$ cat config.mk
export PLATFORM = sky130hd
export DESIGN_NAME = positional_list_store
export DESIGN_NICKNAME = d
export VERILOG_FILES = /design/src/rtl/pls_pkg.sv /design/src/rtl/pls_cell.sv /design/src/rtl/pls_ctrl.sv /design/src/rtl/positional_list_store.sv
export VERILOG_INCLUDE_DIRS = /design/src /design/src/rtl
export SDC_FILE = /design/constraint.sdc
export NUM_CORES = 1
export LEC_CHECK = 0
export BUFFER_PORTS_ARGS = -buffer_cell sky130_fd_sc_hd__clkbuf_2
export CORE_ASPECT_RATIO = 1.2
export CORE_MARGIN = 2
export CORE_UTILIZATION = 38
export CTS_BUF_LIST = sky130_fd_sc_hd__clkbuf_8
export DETAILED_ROUTE_END_ITERATION = 10
export SLEW_MARGIN = 15
export SYNTH_ARGS = -nofsm -noshare
export SYNTH_HDL_FRONTEND = slang
export SYNTH_SLANG_ARGS = --single-unit
export TNS_END_PERCENT = 30
$ cat constraint.sdc
create_clock -name i_clk -period 15.2 [get_ports i_clk]
set_input_delay 1.52 -clock i_clk [delete_from_list [all_inputs] [get_ports i_clk]]
set_output_delay 1.52 -clock i_clk [all_outputs]
set_load 0.005 [all_outputs]
$ cat src/rtl/positional_list_store_defines.svh
// assertion macros shared by the positional list store rtl
`ifndef POSITIONAL_LIST_STORE_DEFINES_SVH
`define POSITIONAL_LIST_STORE_DEFINES_SVH

`ifndef SYNTHESIS

// property checked on every clock edge outside reset
`define PLS_ASSERT(label, prop, msg) \
    label: assert property (@(posedge i_clk) disable iff (!i_rst_n) prop) \
        else $error(msg);

// implication checked on every clock edge outside reset
`define PLS_ASSERT_IMPL(label, ante, cons, msg) \
    label: assert property (@(posedge i_clk) disable iff (!i_rst_n) \
        (ante) |=> (cons)) else $error(msg);

`else

`define PLS_ASSERT(label, prop, msg)
`define PLS_ASSERT_IMPL(label, ante, cons, msg)

`endif

`endif

$ cat src/rtl/pls_pkg.sv
// types, codes and constants of the positional list store
package pls_pkg;

    localparam int CAPACITY_DEF = 16;
    localparam int CMD_W        = 3;
    localparam int POS_W        = 5;
    localparam int WORD_W       = 32;
    localparam int STATUS_W     = 2;
    localparam int COUNT_W      = 5;
    localparam int S_TDATA_W    = 40;
    localparam int M_TDATA_W    = 40;

    typedef enum logic [CMD_W-1:0] {
        CMD_INSERT      = 3'd0,
        CMD_APPEND      = 3'd1,
        CMD_REMOVE_AT   = 3'd2,
        CMD_REMOVE_LAST = 3'd3,
        CMD_READ        = 3'd4
    } t_cmd;

    typedef enum logic [STATUS_W-1:0] {
        ST_OK    = 2'd0,
        ST_INDEX = 2'd1,
        ST_FULL  = 2'd2,
        ST_EMPTY = 2'd3
    } t_status;

    // what every cell does this cycle
    typedef enum logic [1:0] {
        OP_HOLD   = 2'd0,
        OP_INSERT = 2'd1,
        OP_WRITE  = 2'd2,
        OP_REMOVE = 2'd3
    } t_cell_op;

    typedef struct packed {
        t_cell_op              op;
        logic [WORD_W-1:0]     word;
    } t_cell_ctl;

endpackage

$ cat src/rtl/pls_cell.sv
// one storage cell of the list row
module pls_cell #(
    parameter int CNT_W = 5,
    parameter int IDX   = 0
) (
    input  logic                      i_clk,
    input  pls_pkg::t_cell_ctl        i_ctl,
    input  logic [CNT_W-1:0]          i_base,
    input  logic [pls_pkg::WORD_W-1:0] i_left,
    input  logic [pls_pkg::WORD_W-1:0] i_right,
    output logic [pls_pkg::WORD_W-1:0] o_word
);
    import pls_pkg::*;

    localparam logic [CNT_W-1:0] IDX_V = CNT_W'(IDX);

    logic [WORD_W-1:0] r_word;
    logic [WORD_W-1:0] n_word;

    // shift, load or hold depending on where this cell sits against the base index
    always_comb begin
        n_word = r_word;
        unique case (i_ctl.op)
            OP_HOLD: begin
                n_word = r_word;
            end
            OP_INSERT: begin
                if (IDX_V == i_base) begin
                    n_word = i_ctl.word;
                end else if (IDX_V > i_base) begin
                    n_word = i_left;
                end
            end
            OP_WRITE: begin
                if (IDX_V == i_base) begin
                    n_word = i_ctl.word;
                end
            end
            OP_REMOVE: begin
                if (IDX_V >= i_base) begin
                    n_word = i_right;
                end
            end
            default: begin
                n_word = r_word;
            end
        endcase
    end

    // payload storage, no reset
    always_ff @(posedge i_clk) begin
        r_word <= n_word;
    end

    assign o_word = r_word;

endmodule

$ cat src/rtl/pls_ctrl.sv
// command decode, status and occupancy counter of the list store
module pls_ctrl #(
    parameter int CAPACITY = pls_pkg::CAPACITY_DEF,
    parameter int CNT_W    = $clog2(CAPACITY + 1)
) (
    input  logic                        i_clk,
    input  logic                        i_rst_n,
    input  logic                        i_accept,
    input  pls_pkg::t_cmd               i_cmd,
    input  logic [pls_pkg::POS_W-1:0]   i_position,
    input  logic [pls_pkg::WORD_W-1:0]  i_word,
    output pls_pkg::t_cell_ctl          o_ctl,
    output logic [CNT_W-1:0]            o_base,
    output pls_pkg::t_status            o_status,
    output logic [CNT_W-1:0]            o_occ,
    output logic [CNT_W-1:0]            o_occ_next
);
    import pls_pkg::*;

    localparam int CMP_W = (CNT_W > POS_W) ? CNT_W : POS_W;
    localparam logic [CNT_W-1:0] CAP_V = CNT_W'(CAPACITY);
    localparam logic [CNT_W-1:0] ONE_V = CNT_W'(1);

    logic [CNT_W-1:0] r_occ;
    logic [CNT_W-1:0] n_occ;
    logic [CMP_W-1:0] w_occ_x;
    logic [CMP_W-1:0] w_pos_x;
    logic [CNT_W-1:0] w_pos_c;
    logic             w_full;
    logic             w_empty;
    t_cell_op         w_op;

    assign w_occ_x = CMP_W'(r_occ);
    assign w_pos_x = CMP_W'(i_position);
    assign w_pos_c = w_pos_x[CNT_W-1:0];
    assign w_full  = (r_occ == CAP_V);
    assign w_empty = (r_occ == '0);

    // status, cell operation and next count of the command
    always_comb begin
        o_status = ST_OK;
        w_op     = OP_HOLD;
        o_base   = w_pos_c;
        n_occ    = r_occ;
        unique case (i_cmd)
            CMD_INSERT: begin
                if (w_pos_x > w_occ_x) begin
                    o_status = ST_INDEX;
                end else if (w_full) begin
                    o_status = ST_FULL;
                end else begin
                    w_op  = OP_INSERT;
                    n_occ = r_occ + ONE_V;
                end
            end
            CMD_APPEND: begin
                o_base = r_occ;
                if (w_full) begin
                    o_status = ST_FULL;
                end else begin
                    w_op  = OP_WRITE;
                    n_occ = r_occ + ONE_V;
                end
            end
            CMD_REMOVE_AT: begin
                if (w_empty) begin
                    o_status = ST_EMPTY;
                end else if (w_pos_x >= w_occ_x) begin
                    o_status = ST_INDEX;
                end else begin
                    w_op  = OP_REMOVE;
                    n_occ = r_occ - ONE_V;
                end
            end
            CMD_REMOVE_LAST: begin
                if (w_empty) begin
                    o_status = ST_EMPTY;
                end else begin
                    n_occ = r_occ - ONE_V;
                end
            end
            CMD_READ: begin
                if (w_empty) begin
                    o_status = ST_EMPTY;
                end else if (w_pos_x >= w_occ_x) begin
                    o_status = ST_INDEX;
                end
            end
            default: begin
                o_status = ST_OK;
            end
        endcase
    end

    // cells only move on an accepted item
    assign o_ctl.op   = i_accept ? w_op : OP_HOLD;
    assign o_ctl.word = i_word;

    // occupancy counter
    always_ff @(posedge i_clk) begin
        if (!i_rst_n) begin
            r_occ <= '0;
        end else if (i_accept) begin
            r_occ <= n_occ;
        end
    end

    assign o_occ      = r_occ;
    assign o_occ_next = n_occ;

endmodule

$ cat src/rtl/positional_list_store.sv
// top level of the positional list store: cell row, decode and result register
//
// Ordered list of up to CAPACITY signed 32-bit words held in a row of cells.
// Commands insert at a position, append, remove at a position, remove the
// last entry or read at a position; each returns one item with a status, the
// word read (zero unless a read succeeds) and the count after the command.
// Every cell shifts, loads or holds in the same cycle, so the block accepts
// one item per clock while the result side takes them; the result item
// appears in the cycle after its command is accepted and is held in an
// output register until taken. Reading the words of entries that were never
// written is not possible, as reads stop at the count.
module positional_list_store #(
    parameter int CAPACITY = pls_pkg::CAPACITY_DEF
) (
    input  logic                          i_clk,
    input  logic                          i_rst_n,
    input  logic                          i_s_tvalid,
    output logic                          o_s_tready,
    // [2:0] cmd, [7:3] position, [39:8] word_in
    input  logic [pls_pkg::S_TDATA_W-1:0] i_s_tdata,
    output logic                          o_m_tvalid,
    input  logic                          i_m_tready,
    // [1:0] status, [33:2] word_out, [38:34] entry_count, [39] zero
    output logic [pls_pkg::M_TDATA_W-1:0] o_m_tdata
);
    import pls_pkg::*;

    `include "positional_list_store_defines.svh"

    localparam int CNT_W = $clog2(CAPACITY + 1);
    localparam int CMP_W = (CNT_W > COUNT_W) ? CNT_W : COUNT_W;
    localparam int RD_N  = (CAPACITY < (1 << POS_W)) ? CAPACITY : (1 << POS_W);

    logic                w_accept;
    t_cmd                w_cmd;
    logic [POS_W-1:0]    w_pos;
    logic [WORD_W-1:0]   w_word_in;
    t_cell_ctl           w_ctl;
    logic [CNT_W-1:0]    w_base;
    t_status             w_status;
    logic [CNT_W-1:0]    w_occ;
    logic [CNT_W-1:0]    w_occ_next;
    logic [WORD_W-1:0]   w_cells [CAPACITY];
    logic [WORD_W-1:0]   w_rd;
    logic [WORD_W-1:0]   w_word_out;
    logic [CMP_W-1:0]    w_count_x;

    logic                r_m_valid;
    t_status             r_status;
    logic [WORD_W-1:0]   r_word_out;
    logic [COUNT_W-1:0]  r_count;

    // input unpacking and handshake
    assign w_cmd      = t_cmd'(i_s_tdata[CMD_W-1:0]);
    assign w_pos      = i_s_tdata[CMD_W +: POS_W];
    assign w_word_in  = i_s_tdata[CMD_W + POS_W +: WORD_W];
    assign o_s_tready = !r_m_valid || i_m_tready;
    assign w_accept   = i_s_tvalid && o_s_tready;

    pls_ctrl #(
        .CAPACITY (CAPACITY),
        .CNT_W    (CNT_W)
    ) u_ctrl (
        .i_clk      (i_clk),
        .i_rst_n    (i_rst_n),
        .i_accept   (w_accept),
        .i_cmd      (w_cmd),
        .i_position (w_pos),
        .i_word     (w_word_in),
        .o_ctl      (w_ctl),
        .o_base     (w_base),
        .o_status   (w_status),
        .o_occ      (w_occ),
        .o_occ_next (w_occ_next)
    );

    // row of cells, each fed by its neighbors
    for (genvar g = 0; g < CAPACITY; g++) begin : g_cell
        logic [WORD_W-1:0] w_left;
        logic [WORD_W-1:0] w_right;
        if (g == 0) begin : g_first
            assign w_left = w_word_in;
        end else begin : g_mid_l
            assign w_left = w_cells[g-1];
        end
        if (g == CAPACITY - 1) begin : g_last
            assign w_right = w_cells[g];
        end else begin : g_mid_r
            assign w_right = w_cells[g+1];
        end
        pls_cell #(
            .CNT_W (CNT_W),
            .IDX   (g)
        ) u_cell (
            .i_clk   (i_clk),
            .i_ctl   (w_ctl),
            .i_base  (w_base),
            .i_left  (w_left),
            .i_right (w_right),
            .o_word  (w_cells[g])
        );
    end

    // read select over the cells a position can reach
    always_comb begin
        w_rd = '0;
        for (int i = 0; i < RD_N; i++) begin
            if (w_pos == POS_W'(i)) begin
                w_rd = w_cells[i];
            end
        end
    end

    assign w_word_out = ((w_cmd == CMD_READ) && (w_status == ST_OK)) ? w_rd : '0;
    assign w_count_x  = CMP_W'(w_occ_next);

    // result valid flag
    always_ff @(posedge i_clk) begin
        if (!i_rst_n) begin
            r_m_valid <= 1'b0;
        end else if (w_accept) begin
            r_m_valid <= 1'b1;
        end else if (i_m_tready) begin
            r_m_valid <= 1'b0;
        end
    end

    // result payload
    always_ff @(posedge i_clk) begin
        if (w_accept) begin
            r_status   <= w_status;
            r_word_out <= w_word_out;
            r_count    <= w_count_x[COUNT_W-1:0];
        end
    end

    assign o_m_tvalid = r_m_valid;
    assign o_m_tdata  = {1'b0, r_count, r_word_out, r_status};

    // checks on the count and the result contents
    `PLS_ASSERT(a_occ_bound, (w_occ <= CNT_W'(CAPACITY)), "occupancy above capacity")
    `PLS_ASSERT_IMPL(a_fail_no_change, w_accept && (w_status != ST_OK),
        w_occ == $past(w_occ), "failed command changed the count")
    `PLS_ASSERT_IMPL(a_add_inc, w_accept && (w_status == ST_OK) &&
        ((w_cmd == CMD_INSERT) || (w_cmd == CMD_APPEND)),
        w_occ == ($past(w_occ) + CNT_W'(1)), "insert did not raise the count")
    `PLS_ASSERT_IMPL(a_word_zero, w_accept && (w_cmd != CMD_READ),
        r_word_out == '0, "nonzero word on a command other than read")

endmodule
== Word-level counts from Yosys, hierarchy flattened ==
Index checks and enable logic that the tools add are counted.

* Bits in registers: 557
* Logic and storage cells: 289

* Add/subtract/negate cells: 2
* Order comparisons: 33
* Equality and inequality tests: 85
* Muxes and demuxes: 117
* Bitwise logic cells: 2
* Reductions and logical operators: 29

{| class="wikitable"
|+ Operators with widths
! operator !! count
|-
| 2-to-1 mux 32 bit || 79
|-
| one-hot mux 32 bit (3 select lines) || 15
|-
| one-hot mux 32 bit (2 select lines) || 1
|-
| inequality test 2 x 1 -> 1 bit, second input constant || 31
|-
| AND reduction 4 bit || 15
|-
| inequality test 3 x 1 -> 1 bit, second input constant || 16
|-
| == test 4 x 5 -> 1 bit, first input constant || 8
|-
| == test 5 x 4 -> 1 bit, second input constant || 8
|-
| > comparator 4 x 5 -> 1 bit, first input constant || 8
|-
| greater-or-equal comparator 4 x 5 -> 1 bit, first input constant || 7
|-
| 2-to-1 mux 5 bit || 6
|-
| == test 3 x 5 -> 1 bit, first input constant || 4
|-
| == test 5 x 3 -> 1 bit, second input constant || 4
|-
| greater-or-equal comparator 3 x 5 -> 1 bit, first input constant || 4
|-
| > comparator 3 x 5 -> 1 bit, first input constant || 4
|-
| one-hot mux 5 bit (4 select lines) || 1
|-
| 2-to-1 mux 2 bit || 9
|-
| logical NOT 5 bit || 3
|-
| == test 2 x 5 -> 1 bit, first input constant || 2
|-
| == test 5 x 2 -> 1 bit, second input constant || 2
|-
| greater-or-equal comparator 1 x 5 -> 1 bit, first input constant || 2
|-
| greater-or-equal comparator 2 x 5 -> 1 bit, first input constant || 2
|-
| > comparator 1 x 5 -> 1 bit, first input constant || 2
|-
| > comparator 2 x 5 -> 1 bit, first input constant || 2
|-
| 24 further kinds || 33
|}

== Logic depth before layout (Yosys ltp) ==
* Depth in word-level cells: 17
* Depth in mapped cells: 17
* Gate-level depth less buffers: 15

== Hierarchy ==
A second synthesis with hierarchy kept.

* Cell total of the unflattened synthesis: 4098
* Area, all modules: 43540.5 µm²

{| class="wikitable"
|+ By module, submodules not included
! module !! instances !! cells each !! area an instance (µm²)
|-
| positional_list_store || 1 || 844 || 5998.3
|-
| pls_cell at g_cell[2].u_cell || 1 || 193 || 2504.9
|-
| pls_cell at g_cell[9].u_cell || 1 || 193 || 2474.9
|-
| pls_cell at g_cell[8].u_cell || 1 || 193 || 2469.9
|-
| pls_cell at g_cell[10].u_cell || 1 || 193 || 2462.4
|-
| pls_cell at g_cell[14].u_cell || 1 || 192 || 2454.9
|-
| pls_cell at g_cell[11].u_cell || 1 || 193 || 2414.8
|-
| pls_cell at g_cell[15].u_cell || 1 || 192 || 2352.3
|-
| pls_cell at g_cell[4].u_cell || 1 || 193 || 2299.7
|-
| pls_cell at g_cell[0].u_cell || 1 || 190 || 2237.1
|-
| pls_cell at g_cell[12].u_cell || 1 || 225 || 2180.8
|-
| pls_cell at g_cell[7].u_cell || 1 || 192 || 2125.8
|-
| pls_cell at g_cell[6].u_cell || 1 || 192 || 2089.5
|-
| pls_cell at g_cell[13].u_cell || 1 || 192 || 2084.5
|-
| +4 rows || n/a || n/a || n/a
|}

== Worst setup path before layout ==
Ideal clock, no wire load.

* Path type: input-to-reg
* From: in i_m_tready
* To: reg g_cell[9].u_cell.r_word[0] (enable)
* Library setup time: 0.461 ns
* Data arrival time: 6.241 ns
* Data required time: 14.739 ns
* Slack: 8.498 ns
* Stages: 11
* Buffers on the path: 2
* Cell sequence: nand2b_1 > nand2_1 > inv_1 > nand2b_1 > nor4_1 > inv_1 > ha_1 > clkbuf_1 > clkbuf_1 > nor2b_1 > nor3_1

* Word-level cells in the longest chain between the ends: 6

{| class="wikitable"
|+ RTL lines
! item !! RTL line !! source
|-
| from (decl) || positional_list_store.sv:22 || <nowiki>input logic i_m_tready,</nowiki>
|-
| logical OR 1 bit (*) || positional_list_store.sv:57 || <nowiki>assign o_s_tready = !r_m_valid || i_m_tready;</nowiki>
|-
| logical AND 1 bit (*) || positional_list_store.sv:58 || <nowiki>assign w_accept = i_s_tvalid && o_s_tready;</nowiki>
|-
| named net u_ctrl.i_accept || pls_ctrl.sv:8 || <nowiki>input logic i_accept,</nowiki>
|-
| 2-to-1 mux 2 bit (*) || pls_ctrl.sv:96 || <nowiki>assign o_ctl.op = i_accept ? w_op : OP_HOLD;</nowiki>
|-
| == test 2 x 1 -> 1 bit, or another cell as far along || pls_cell.sv:23 || <nowiki>unique case (i_ctl.op)</nowiki>
|-
| inequality test 3 x 1 -> 1 bit (no source line), or another cell as far along || n/a ||
|-
| AND reduction 4 bit (no source line) (*) || n/a ||
|-
| to (signal assigned) || pls_cell.sv:52 || <nowiki>r_word <= n_word;</nowiki>
|-
| to (decl) || pls_cell.sv:17 || <nowiki>logic [WORD_W-1:0] r_word;</nowiki>
|}

The timed path passes the listed nets; every way through them passes the cells marked *.
A chain may end at the register's enable or synchronous reset.

== Final worst setup path ==
* From: in i_s_tdata[3] in the netlist's numbering
* To: reg g_cell[0].u_cell.r_word[26] (data pin)

* Word-level cells in the longest chain between the ends: 7

{| class="wikitable"
|+ RTL lines
! item !! RTL line !! source
|-
| from (decl) || positional_list_store.sv:20 || <nowiki>input logic [pls_pkg::S_TDATA_W-1:0] i_s_tdata,</nowiki>
|-
| greater-or-equal comparator 5 bit || pls_ctrl.sv:68 || <nowiki>end else if (w_pos_x >= w_occ_x) begin</nowiki>
|-
| 2-to-1 mux 2 bit || pls_ctrl.sv:68 ||
|-
| 2-to-1 mux 2 bit || pls_ctrl.sv:66 || <nowiki>if (w_empty) begin</nowiki>
|-
| one-hot mux 2 bit (3 select lines) || pls_ctrl.sv:45 || <nowiki>unique case (i_cmd)</nowiki>
|-
| 2-to-1 mux 2 bit || pls_ctrl.sv:96 ||
|-
| == test 2 bit or == test 2 x 1 -> 1 bit (tied branches) || pls_cell.sv:23 ||
|-
| one-hot mux 32 bit (3 select lines) (*) || pls_cell.sv:23 ||
|-
| named net g_cell[0].u_cell.n_word[26] || pls_cell.sv:18 || <nowiki>logic [WORD_W-1:0] n_word;</nowiki>
|-
| to (signal assigned) || pls_cell.sv:52 ||
|-
| to (decl) || pls_cell.sv:17 ||
|}

Marked as above.

==> results.yml <==
status:
  status: "completed"
timing:
  max_clock_freq_ghz: 0.1436
  skew_ns: 0.05061
  worst_pin_slew_ns: 1.181
  setup_tns_ns: 0
  setup_viol: 0
  slew_headroom_pct: 20.93
  grt_setup_unrepaired: "false"
  fin_crit_sh_pct: 45.81
  slew_violations: 0
  finalHoldViolCount: 0
  layout_min_cycle_time_ns: 6.963
global_routing:
  grt_overflow: 0
  grt.total_usage_pct: 29.81
  grt_pass1_wl_mm: 193.7
  grt_pass1_vias: 27760
  grt_antenna_before_repair: 10
  grt_max_degree: 248
route:
  finalWirelength_mm: 134.9
  num_vias: 29780
  ant_nets: 0
  drtIter0Drc: 4850
  drt-pass1-iter-count: 7
  routed_via_density: 6.862
  post_drt_wl_per_cell_um: 31.09
  drcViolationCount: 0
worst_hold_path:
  min_path_type: "register to register"
  hold_end: "o_m_tvalid$_SDFFE_PN0P_"
  holdPathStages: 2
  min-delay-start: "o_m_tvalid$_SDFFE_PN0P_"
yosys:
  yosys_warnings: 0
  syn_avg_cell_area_um2: 10.01
  synth_area_leaders: "edfxtp_1 51%, a22oi_1 11%, a21oi_1 9.2%"
  synthesis.area_um2: 32390
  syn-num-nets: 3291
  yosysTopAreaCell: "edfxtp_1"
  syn_inst: 3236
  synth_ff_type: "edfxtp_1"
  netlist.area_leader.share_pct: 51.08
  netlist_top_cells_count: "597 x a21oi_1, 551 x edfxtp_1, 465 x a22oi_1"
  ys_seq_area_share_pct: 51.45
  async_flop_share_pct: 0
  yosys.cell_types.count: 76
  synth.most_common_cell: "a21oi_1"
  yosys_register_bits: 557
  synth_edf_count: 551
critical_path:
  arrival_ns: 7.46
  cp_slowest_cell: "buf_4"
  cp_slowest_stage_delay_ns: 0.92
  crit_type: "primary input to register"
  rr_endpoint: "g_cell[0].u_cell.o_word[26]$_DFFE_PP_"
  critPathLaunch: "i_s_tdata[3]"
  reg2reg_from: "u_ctrl.o_occ[2]$_SDFFE_PN0P_"
  critical_path.most_common_cell: "buf_4"
  critPathMaxFanout: 108
  r2r_cells: 10
  crit_path_start_kind: "primary input"
  crit_required_ns: 15.70
  cp-end-kind: "register"
  crit_chain: "clkbuf_2, buf_4, inv_1, ha_1, nand2_1, nor2_1, nor2_1, nor4_1, ha_4, buf_4, buf_4, mux2_2"
  reg2reg_setup_slack_ns: 9.34
placed_design:
  post-dp-hpwl_mm: 82.18
  dp_cells: 4167
  routabilityCongestion: 0.9311
  port_buffers: 84
job:
  cap_violations: 0
power:
  p_leak_nw: 11.70
  pwr-share-seq_pct: 51.0
  swShare_pct: 27.90
  p_clk_share_pct: 38.3
  ir_drop_mv: 0.06823
  intPower_mw: 2.518
  p_sw_mw: 0.9744
  comb_power_share_pct: 10.7
  p_per_area_nw_per_um2: 98.32
clocking:
  cts_tree: "done"
  hold_buffers: 0
  cts-resized-gates: 0
  clk_pin_slew_ns: 0.06
  cts_setup_buffers: 0
  insertion_delay_ns: 0.76
  cts_buffers: 92
  cts_num_sinks: 557
  cts_buffer_depth: 3
  cts_root_buffer: "clkbuf_8"
  h-tree-depth: 3
final_layout:
  utilization_pct: 41.97
  drive_above_1_share_pct: 13.23
  finalNonFillerCells: 4340
  syn2layout_area_growth_pct: 9.642
  nets: 3186
die:
  die_y_um: 323.8
  row_count: 117
  coreArea_um2: 84610
  die_w_um: 270.5
  start_util_pct: 38.28
  dieArea_um2: 87600
  boundaryPins: 86
[flip-flops by register name, indices dropped and copies added, names as in the netlist]
| signal | flops |
|---|---|
| r_status | 2 |
| r_count | 5 |
| o_m_tvalid | 1 |
| g_cell.u_cell.o_word | 512 |
| r_word_out | 32 |
| u_ctrl.o_occ | 5 |
[stage by stage]
| step | hold slack (ns) | worst slack [ns] | instance area [µm²] | total power [mW] |
|---|---|---|---|---|
| 2_1_floorplan | 0.5407 | 8.498 | 32390 | 2.030 |
| 3_3_place_gp | 0.5188 | 7.788 | 33740 | 2.167 |
| 3_5_place_dp | 0.5242 | 7.699 | 33740 | 2.173 |
| 4_1_cts | 0.5314 | 8.489 | 35500 | 3.488 |
| 5_1_grt | 0.5854 | 7.986 | 35510 | 3.587 |
| 6_report | 0.5308 | 8.237 | 35510 | 3.492 |
[kinds of logic (layout without fill, tap and decap cells)]
| family | after synthesis | in the layout | share of synthesized area [%] |
|---|---|---|---|
| buffers and inverters | 403 | 372 | 5.230 |
| adders and majority gates | 11 | 11 | 0.4249 |
| xor gates and xnor gates | 2 | 2 | 0.05409 |
| AOI/OAI and AO/OA | 1817 | 1817 | 34.22 |
| other | 1 | 6 | 0.01158 |
| and+or+nand+nor | 363 | 363 | 5.810 |
| muxes | 82 | 82 | 2.793 |
| DFF | 557 | 557 | 51.45 |
[cells in the final DEF, fill, tap and decap left out, types with 6 or more instances in the layout]
cell      instances
a21oi_1         589
edfxtp_1        551
a22oi_1         465
o21ai_1         458
buf_4            95
clkbuf_8         93
nor2_1           87
clkbuf_2         83
o21ai_0          67
inv_1            52
nand2_1          51
a221oi_1         41
nor2_4           37
a221o_1          37
mux2_2           35
o221ai_1         35
and2_0           32
mux2_1           32
nand3_1          30
o22ai_1          30
nor3_1           25
a211oi_1         22
clkinv_1         21
mux2i_1          15
nand2b_1         14
nor2b_1          13
a31oi_1          11
a21oi_4          11
nand4_1          10
ha_1              9
nor3_2            8
a222oi_1          8
clkinv_2          8
a21o_1            7
or2_2             7
and3_1            6
or3_1             6
dfxtp_1           6
[critical path, delay by kind of cell]
family	cells	cell delay [ns]
simple gates	4	1.39
fa+ha+maj	2	1.26
buf+inv	5	2.68
mux	1	0.41
[worst max-delay path by stage]
stage	to	cells after the start	slack [ns]
final	g_cell[0].u_cell.o_word[26]$_DFFE_PP_	12	8.24
after global routing	g_cell[0].u_cell.o_word[18]$_DFFE_PP_	12	7.99
after CTS	g_cell[0].u_cell.o_word[26]$_DFFE_PP_	12	8.49
after detailed placement	g_cell[0].u_cell.o_word[26]$_DFFE_PP_	12	7.70
after global placement	g_cell[0].u_cell.o_word[18]$_DFFE_PP_	12	7.79
after floorplan	g_cell[9].u_cell.o_word[0]$_DFFE_PP_	11	8.50
[power groups by stage]
| stage | Sequential [mW] | Combinational, mW | Clock [mW] |
|---|---|---|---|
| 4_1_cts | 1.78 | 0.361 | 1.35 |
| 5_1_grt | 1.79 | 0.392 | 1.41 |
| 3_3_place_gp | 1.81 | 0.354 | 0 |
| 6_report | 1.78 | 0.372 | 1.34 |
| 2_1_floorplan | 1.80 | 0.227 | 0 |
| 3_5_place_dp | 1.81 | 0.360 | 0 |
[layout make-up]
class	instances	area, µm²
fillers	8368	49100
clock buffers	93	1280
repair buffers	180	1154
well taps	1130	1414
inverters	24	90.09
diodes	5	12.51
clock inverters	75	470.5
multi-input cells	2276	14430
flip-flops and latches	557	16670
[metal layers]
| layer | track usage (%) | part of all wire, % | wire length (µm) | vias to the layer above |
|---|---|---|---|---|
| met5 | 0 | 0.025 | 34 | - |
| met4 | 17.91 | 6.6 | 8886 | 6 |
| met3 | 5.959 | 11 | 15450 | 499 |
| met2 | 47.49 | 45 | 61350 | 2152 |
| met1 | 37.55 | 36 | 49180 | 14450 |
| li1 | - | - | - | 12680 |
No activity file was read; power rests on OpenSTA's default activity.
